==> config.mk <==
export PLATFORM = sky130hd
export DESIGN_NAME = gsm7_septet_unpacker_latin1_top
export DESIGN_NICKNAME = d
export VERILOG_FILES = /design/src/rtl/gsm7u_pkg.sv /design/src/rtl/gsm7u_unpack.sv /design/src/rtl/gsm7_septet_unpacker_latin1_top.sv
export VERILOG_INCLUDE_DIRS = /design/src /design/src/rtl
export SDC_FILE = /design/constraint.sdc
export NUM_CORES = 1
export LEC_CHECK = 0
export BUFFER_PORTS_ARGS = -buffer_cell sky130_fd_sc_hd__clkbuf_2
export CORE_MARGIN = 2
export CORE_UTILIZATION = 69
export CTS_CLUSTER_DIAMETER = 200
export CTS_CLUSTER_SIZE = 12
export DETAILED_ROUTE_END_ITERATION = 10
export HOLD_SLACK_MARGIN = 0.06
export PLACE_DENSITY = 0.94
export SLEW_MARGIN = 20
export SYNTH_ARGS = -nofsm -noshare
export SYNTH_HDL_FRONTEND = slang
export SYNTH_HIERARCHICAL = 1
export SYNTH_SLANG_ARGS = --single-unit
export TNS_END_PERCENT = 1
==> constraint.sdc <==
create_clock -name aclk -period 12.91 [get_ports aclk]
set_clock_uncertainty 0.2 [all_clocks]
set_input_delay 2.582 -clock aclk [delete_from_list [all_inputs] [get_ports aclk]]
set_output_delay 2.582 -clock aclk [all_outputs]
set_load 0.03 [all_outputs]
==> src/rtl/gsm7_septet_unpacker_latin1_top_macros.svh <==
// Assertion macros for the GSM 7-bit unpacker.
`ifndef GSM7_SEPTET_UNPACKER_LATIN1_TOP_MACROS_SVH
`define GSM7_SEPTET_UNPACKER_LATIN1_TOP_MACROS_SVH

`ifndef SYNTH

// Same-cycle implication, disabled in reset.
`define GSM7U_ASSERT_IMP(label, clk, rstn, ante, cons, msg) \
    label: assert property (@(posedge clk) disable iff (!(rstn)) (ante) |-> (cons)) \
        else $error(msg);

// Next-cycle implication, disabled in reset.
`define GSM7U_ASSERT_NXT(label, clk, rstn, ante, cons, msg) \
    label: assert property (@(posedge clk) disable iff (!(rstn)) (ante) |=> (cons)) \
        else $error(msg);

`else

`define GSM7U_ASSERT_IMP(label, clk, rstn, ante, cons, msg)
`define GSM7U_ASSERT_NXT(label, clk, rstn, ante, cons, msg)

`endif

`endif

==> src/rtl/gsm7u_pkg.sv <==
// Types, constants and alphabet tables for the GSM 7-bit unpacker.
package gsm7u_pkg;

    localparam logic [6:0] ESC_SEPTET  = 7'h1b;
    localparam logic [7:0] SEPTET_MASK = 8'h7f;
    localparam int         RES_DEPTH_DEF = 4;

    typedef struct packed {
        logic [7:0] octet;
        logic       start_req;
        logic [7:0] message_septets;
    } in_word_t;

    typedef struct packed {
        logic [7:0] character;
        logic       last;
    } out_word_t;

    // Up to two characters per octet, packed to the front.
    typedef struct packed {
        logic [1:0] count;
        out_word_t  r0;
        out_word_t  r1;
    } res_pair_t;

    typedef struct packed {
        logic       esc_pending;
        logic       msg_idle;
        logic [2:0] phase;
    } unp_status_t;

    typedef struct packed {
        logic       emit;
        out_word_t  word;
        logic       esc_next;
        logic [7:0] left_next;
    } sept_res_t;

    function automatic logic [7:0] base_char(input logic [6:0] s);
        logic [7:0] c;
        case (s)
            7'h00: c = 8'h40; 7'h01: c = 8'ha3; 7'h02: c = 8'h24; 7'h03: c = 8'ha5;
            7'h04: c = 8'he8; 7'h05: c = 8'he9; 7'h06: c = 8'hf9; 7'h07: c = 8'hec;
            7'h08: c = 8'hf2; 7'h09: c = 8'hc7; 7'h0a: c = 8'h0a; 7'h0b: c = 8'hd8;
            7'h0c: c = 8'hf8; 7'h0d: c = 8'h0d; 7'h0e: c = 8'hc5; 7'h0f: c = 8'he5;
            7'h11: c = 8'h5f;
            7'h1c: c = 8'hc6; 7'h1d: c = 8'he6; 7'h1e: c = 8'hdf; 7'h1f: c = 8'hc9;
            7'h24: c = 8'ha4;
            7'h40: c = 8'ha1;
            7'h5b: c = 8'hc4; 7'h5c: c = 8'hd6; 7'h5d: c = 8'hd1; 7'h5e: c = 8'hdc;
            7'h5f: c = 8'ha7;
            7'h60: c = 8'hbf;
            7'h7b: c = 8'he4; 7'h7c: c = 8'hf6; 7'h7d: c = 8'hf1; 7'h7e: c = 8'hfc;
            7'h7f: c = 8'he0;
            default: begin
                // ASCII-identical rows; control range 0x10..0x1b is unmapped except 0x11
                if (s >= 7'h20) c = {1'b0, s};
                else            c = 8'h00;
            end
        endcase
        return c;
    endfunction

    function automatic logic [7:0] ext_char(input logic [6:0] s);
        logic [7:0] c;
        case (s)
            7'h0a:   c = 8'h0c;
            7'h14:   c = 8'h5e;
            7'h28:   c = 8'h7b;
            7'h29:   c = 8'h7d;
            7'h2f:   c = 8'h5c;
            7'h3c:   c = 8'h5b;
            7'h3d:   c = 8'h7e;
            7'h3e:   c = 8'h5d;
            7'h40:   c = 8'h7c;
            default: c = 8'h00;
        endcase
        return c;
    endfunction

endpackage

==> src/rtl/gsm7u_unpack.sv <==
// Septet unpacking state and per-octet character decode.
module gsm7u_unpack (
    input  logic                     aclk,
    input  logic                     aresetn,
    input  logic                     accept,
    input  gsm7u_pkg::in_word_t      in_word,
    output gsm7u_pkg::res_pair_t     res,
    output gsm7u_pkg::unp_status_t   status
);
    import gsm7u_pkg::*;

    logic [6:0] lo_reg,    lo_next;
    logic [2:0] phase_reg, phase_next;
    logic [7:0] left_reg,  left_next;
    logic       esc_reg,   esc_next;

    logic [6:0]  lo_s;
    logic [2:0]  ph_s;
    logic [7:0]  left_s;
    logic        esc_s;
    logic [14:0] shifted;
    logic [6:0]  first_sep;
    logic [6:0]  carry_bits;
    logic        second_due;
    sept_res_t   t1, t2;

    // One septet through the alphabet, escape handling and count.
    function automatic sept_res_t take(input logic [6:0] s, input logic [7:0] left,
                                       input logic esc);
        sept_res_t r;
        logic      fin;
        r.emit           = 1'b0;
        r.word.character = 8'h00;
        r.word.last      = 1'b0;
        r.esc_next       = esc;
        r.left_next      = left;
        fin              = (left == 8'd1);
        if (left != 8'd0) begin
            r.left_next = left - 8'd1;
            r.word.last = fin;
            if (esc) begin
                r.emit           = 1'b1;
                r.word.character = ext_char(s);
                r.esc_next       = 1'b0;
            end else if (s == ESC_SEPTET) begin
                // dangling escape at the end gives a zero character
                r.emit     = fin;
                r.esc_next = !fin;
            end else begin
                r.emit           = 1'b1;
                r.word.character = base_char(s);
            end
        end
        return r;
    endfunction

    always_comb begin
        if (in_word.start_req) begin
            lo_s   = '0;
            ph_s   = '0;
            esc_s  = 1'b0;
            left_s = in_word.message_septets;
        end else begin
            lo_s   = lo_reg;
            ph_s   = (phase_reg > 3'd6) ? 3'd0 : phase_reg;
            esc_s  = esc_reg;
            left_s = left_reg;
        end

        shifted    = {7'b0, in_word.octet} << ph_s;
        first_sep  = shifted[6:0] | lo_s;
        carry_bits = shifted[13:7];
        second_due = (ph_s == 3'd6);

        t1 = take(first_sep, left_s, esc_s);
        t2 = take(carry_bits, t1.left_next, t1.esc_next);
        if (!second_due) t2.emit = 1'b0;

        res.count = {1'b0, t1.emit} + {1'b0, t2.emit};
        res.r0    = t1.emit ? t1.word : t2.word;
        res.r1    = t2.word;

        if (left_s == 8'd0) begin
            res.count  = 2'd0;
            lo_next    = lo_s;
            phase_next = ph_s;
            esc_next   = esc_s;
            left_next  = left_s;
        end else if (second_due) begin
            lo_next    = '0;
            phase_next = '0;
            esc_next   = t2.esc_next;
            left_next  = t2.left_next;
        end else begin
            lo_next    = carry_bits;
            phase_next = ph_s + 3'd1;
            esc_next   = t1.esc_next;
            left_next  = t1.left_next;
        end
    end

    always_ff @(posedge aclk) begin
        if (!aresetn) begin
            lo_reg    <= '0;
            phase_reg <= '0;
            left_reg  <= '0;
            esc_reg   <= 1'b0;
        end else if (accept) begin
            lo_reg    <= lo_next;
            phase_reg <= phase_next;
            left_reg  <= left_next;
            esc_reg   <= esc_next;
        end
    end

    assign status.esc_pending = esc_reg;
    assign status.msg_idle    = (left_reg == 8'd0);
    assign status.phase       = phase_reg;

endmodule

==> src/rtl/gsm7_septet_unpacker_latin1_top.sv <==
// Top level of the GSM 7-bit septet unpacker with Latin-1 output.
//
// Usage:
//   s_* channel takes one packed user-data word per handshake: the octet,
//   start_req (set on the first octet of a message, loads message_septets
//   and clears the unpacking state) and the septet count.
//   m_* channel delivers one decoded Latin-1 character per word; last marks
//   the character made from the message's final septet.
// Decode: an octet's characters enter the result queue when it is
//   accepted (state and decode are one combinational pass at acceptance).
// Throughput: one octet per cycle while s_ready is high; every seventh
//   octet of a message can yield two characters, so sustained input is
//   bounded by the output port at one character per cycle. The result
//   queue (RES_DEPTH words) sets how many octets can be taken ahead of a
//   slow receiver.
// Stall: when m_ready is low, results wait in the queue; s_ready drops
//   once fewer than two free slots remain.
// Reset: synchronous on aresetn low; queue emptied, no message active.
//   Octets with no active message and no start_req give no characters.
`include "gsm7_septet_unpacker_latin1_top_macros.svh"

module gsm7_septet_unpacker_latin1_top #(
    parameter int RES_DEPTH = gsm7u_pkg::RES_DEPTH_DEF
) (
    input  logic                  aclk,
    input  logic                  aresetn,
    input  logic                  s_valid,
    output logic                  s_ready,
    input  gsm7u_pkg::in_word_t   s_data,
    output logic                  m_valid,
    input  logic                  m_ready,
    output gsm7u_pkg::out_word_t  m_data
);
    import gsm7u_pkg::*;

    localparam int PTR_W = (RES_DEPTH > 1) ? $clog2(RES_DEPTH) : 1;
    localparam int CNT_W = $clog2(RES_DEPTH + 1);
    localparam logic [PTR_W-1:0] PTR_LAST  = PTR_W'(RES_DEPTH - 1);
    localparam logic [CNT_W-1:0] CNT_ROOM2 = CNT_W'(RES_DEPTH - 2);
    localparam logic [CNT_W-1:0] CNT_FULL  = CNT_W'(RES_DEPTH);

    logic        s_take;
    logic        m_take;
    res_pair_t   pair;
    unp_status_t unp_st;

    // result queue
    out_word_t        q_reg [RES_DEPTH];
    logic [PTR_W-1:0] wr_reg, wr_next;
    logic [PTR_W-1:0] rd_reg, rd_next;
    logic [CNT_W-1:0] cnt_reg, cnt_next;
    logic [PTR_W-1:0] wr_plus1;

    function automatic logic [PTR_W-1:0] ptr_inc(input logic [PTR_W-1:0] p);
        return (p == PTR_LAST) ? '0 : p + PTR_W'(1);
    endfunction

    assign s_ready = (cnt_reg <= CNT_ROOM2);
    assign s_take  = s_valid && s_ready;
    assign m_valid = (cnt_reg != '0);
    assign m_take  = m_valid && m_ready;
    assign m_data  = q_reg[rd_reg];

    gsm7u_unpack u_unpack (
        .aclk    (aclk),
        .aresetn (aresetn),
        .accept  (s_take),
        .in_word (s_data),
        .res     (pair),
        .status  (unp_st)
    );

    always_comb begin
        logic [1:0] n_push;
        n_push   = s_take ? pair.count : 2'd0;
        wr_plus1 = ptr_inc(wr_reg);
        case (n_push)
            2'd0:    wr_next = wr_reg;
            2'd1:    wr_next = wr_plus1;
            2'd2:    wr_next = ptr_inc(wr_plus1);
            default: wr_next = wr_reg;
        endcase
        rd_next  = m_take ? ptr_inc(rd_reg) : rd_reg;
        cnt_next = cnt_reg + CNT_W'(n_push) - CNT_W'(m_take);
    end

    always_ff @(posedge aclk) begin
        if (!aresetn) begin
            wr_reg  <= '0;
            rd_reg  <= '0;
            cnt_reg <= '0;
        end else begin
            wr_reg  <= wr_next;
            rd_reg  <= rd_next;
            cnt_reg <= cnt_next;
        end
    end

    // queue payload, no reset
    always_ff @(posedge aclk) begin
        if (s_take && (pair.count != 2'd0)) begin
            q_reg[wr_reg] <= pair.r0;
        end
        if (s_take && (pair.count == 2'd2)) begin
            q_reg[wr_plus1] <= pair.r1;
        end
    end

    `GSM7U_ASSERT_IMP(a_cnt_bound, aclk, aresetn, 1'b1, cnt_reg <= CNT_FULL, "queue overflow")
    `GSM7U_ASSERT_NXT(a_push_fits, aclk, aresetn, s_take && (pair.count == 2'd2) && !m_take, cnt_reg >= 2, "double push lost")
    `GSM7U_ASSERT_IMP(a_esc_active, aclk, aresetn, unp_st.esc_pending, !unp_st.msg_idle, "escape pending with no message")
    `GSM7U_ASSERT_IMP(a_phase_range, aclk, aresetn, 1'b1, unp_st.phase <= 3'd6, "bit phase out of range")

endmodule

==> impl_metrics.py <==
metrics = {
    "cts": {
        "clockRootBuffer": "clkbuf_8",
        "post_cts_buffers": 0,
        "cts_tree": "built",
        "cts_resized": 0,
        "clkTransAtPathRegs_ns": 0.08,
        "cts_hold_buf": 0,
        "cts_buffer_depth": 2,
        "cts_htree_levels": 3,
        "cts_made_buffers": 9,
        "clk_latency_ns": 0.34,
        "cts.sinks": 64,
    },
    "status": {
        "outcome": "finished, final reports clean",
    },
    "timing": {
        "min_period_over_period": 0.630,
        "max_clock_freq_ghz": 0.123,
        "hold_ws_ns": 0.275,
        "rsz0062_at_grt": "no",
        "period_minus_slack_ns": 8.13,
        "relSlewSlack": 0.305,
        "hold_viol_final": 0,
        "setup_violations": 0,
        "tns_ns": 0,
        "maxSlewViolCount": 0,
        "tightest_slew_ns": 1.04,
    },
    "power_and_ir_drop": {
        "p_sw_frac": 0.470,
        "p_seq_frac": 0.288,
        "peakVddDrop_v": 0.0000876,
        "switching_power_w": 0.000506,
        "combinationalPowerShare": 0.569,
        "clockPowerShare": 0.143,
        "power.density_nw_per_um2": 146,
        "internal-power_w": 0.000570,
        "totalPowerFinal_w": 0.00108,
        "leakage_nw": 2.62,
    },
    "synth": {
        "synth_warnings": 6,
        "syn_nets": 896,
        "syn_area_per_cell_um2": 8.26,
        "syn-instance-count": 859,
        "synth.cell_area_um2": 7100,
    },
    "routing": {
        "viasPerCell": 7.60,
        "ant_nets": 0,
        "wl_per_cell_um": 23.1,
        "dr_total_vias": 7523,
        "drtIter0Drc": 1317,
        "drc_errors": 0,
        "totalWireLength_um": 22800,
        "drt_pre_antenna_iters": 8,
    },
    "die": {
        "fp.dieH_um": 105,
        "dieWidth_um": 105,
        "core-area_um2": 10100,
        "rows": 37,
        "initial_core_util": 0.700,
        "num_io_pins": 32,
        "die_area_um2": 11100,
    },
    "hold_path": {
        "hold_path_class": "reg -> reg",
    },
    "cells_and_area": {
        "largest_reg_flops": 36,
        "syn_to_final_growth_pct": 3.72,
        "fillCellCount": 757,
        "multiInputGateArea_um2": 5050,
        "antenna_cells": 0,
        "regArea_um2": 1640,
        "layoutNonFillerInstCount": 990,
        "drive_gt1_frac": 0.152,
        "final_area_um2": 7360,
        "nets": 886,
    },
    "placement": {
        "numPortBuffers": 31,
        "dp_hpwl_um": 16500,
        "place_inst": 974,
        "gp_congestion": 1.02,
        "post_dp_cell_area_um2": 7190,
    },
    "grt": {
        "grt_overflow_total": 0,
        "grt_pass1_vias": 6790,
        "grt_max_degree": 44,
        "grt_pass1_wl_um": 35800,
        "antenna_found_initial": 0,
        "grt_util_all_layers": 0.403,
    },
    "critical_path": {
        "end_kind": "flip-flop",
        "critical_path_peak_fanout": 43,
        "required_ns": 12.67,
        "critPathKind": "in -> reg",
        "critPathArrivalTime_ns": 7.89,
        "cp-start-kind": "primary input",
    },
    "run": {
        "maxCapViolCount": 0,
    },
}
power by group through the flow:
stage,combinational (W),clock (W),sequential (W)
finish,0.000612,0.000154,0.000310
floorplan,0.000463,0,0.000294
CTS,0.000593,0.000155,0.000308
global route,0.000649,0.000164,0.000313
global placement,0.000562,0,0.000307
detailed placement,0.000589,0,0.000313
layout by cell type (no fill, tap or decap), types with 6 or more instances in the layout:
cell	instances
mux2_1	18
a211oi_1	12
o21ai_0	39
nand2_1	80
or3_1	10
a21o_1	7
clkbuf_2	31
xor2_1	6
xnor2_1	11
mux2i_1	18
o31ai_1	7
and2_1	18
buf_4	13
nor2_1	51
inv_1	19
nor4_1	13
o22ai_1	17
a21oi_1	53
o32ai_1	6
o21ai_1	6
a22oi_1	7
clkbuf_8	9
nand4_1	9
nand2b_1	12
mux4_2	12
nand3_1	31
mux2_2	25
ha_1	15
dfxtp_1	28
nand3b_1	6
and3_1	14
o211ai_1	12
a31oi_1	10
nor2b_1	19
nor3_1	35
o21a_1	7
edfxtp_1	36
stage by stage:
stage / setup slack, ns / utilization
detailed placement: 4.58 / 0.709
CTS: 4.89 / 0.726
finish: 4.78 / 0.726
floorplan: 5.71 / -
global placement: 4.92 / 0.709
global route: 4.46 / 0.726
final cells by class:
class	count	area share
Inverter	21	0.0107
Clock inverter	7	0.00629
Tap cell	136	0.0231
Clock buffer	9	0.0168
Sequential cell	64	0.223
Multi-Input combinational cell	709	0.686
Timing Repair Buffer	44	0.0343
path summary, 6_finish.rpt:
kind	startpoint	end	slack [ns]	depth (start not counted)
setup / recovery	s_data[8]	q_reg[2][0]$_DFFE_PP_	4.78	13
hold / removal	u_unpack/esc_reg$_SDFFE_PN0P_	u_unpack/esc_reg$_SDFFE_PN0P_	0.28	2
setup reg to reg	u_unpack/phase_reg[1]$_SDFFE_PN0P_	q_reg[2][0]$_DFFE_PP_	6.53	11
hold reg to reg	u_unpack/esc_reg$_SDFFE_PN0P_	u_unpack/esc_reg$_SDFFE_PN0P_	0.28	2
per-layer routing:
metal / global-route usage / part of all wire
met1: 0.545 / 0.39
met2: 0.640 / 0.45
met3: 0.0860 / 0.12
met4: 0.141 / 0.042
met5: 0 / 0
worst max-delay path, stage by stage:
cell	delay [ns]
clkbuf_2	0.09
buf_4	0.39
mux2i_1	0.39
ha_1	0.33
o211ai_1	0.21
or2_2	0.49
a41oi_1	0.83
nor4b_1	0.62
a21oi_1	0.18
ha_1	0.31
and2_1	0.35
o211ai_1	0.26
nor2_1	0.82
Note: power is estimated with default switching activity, not from simulation.
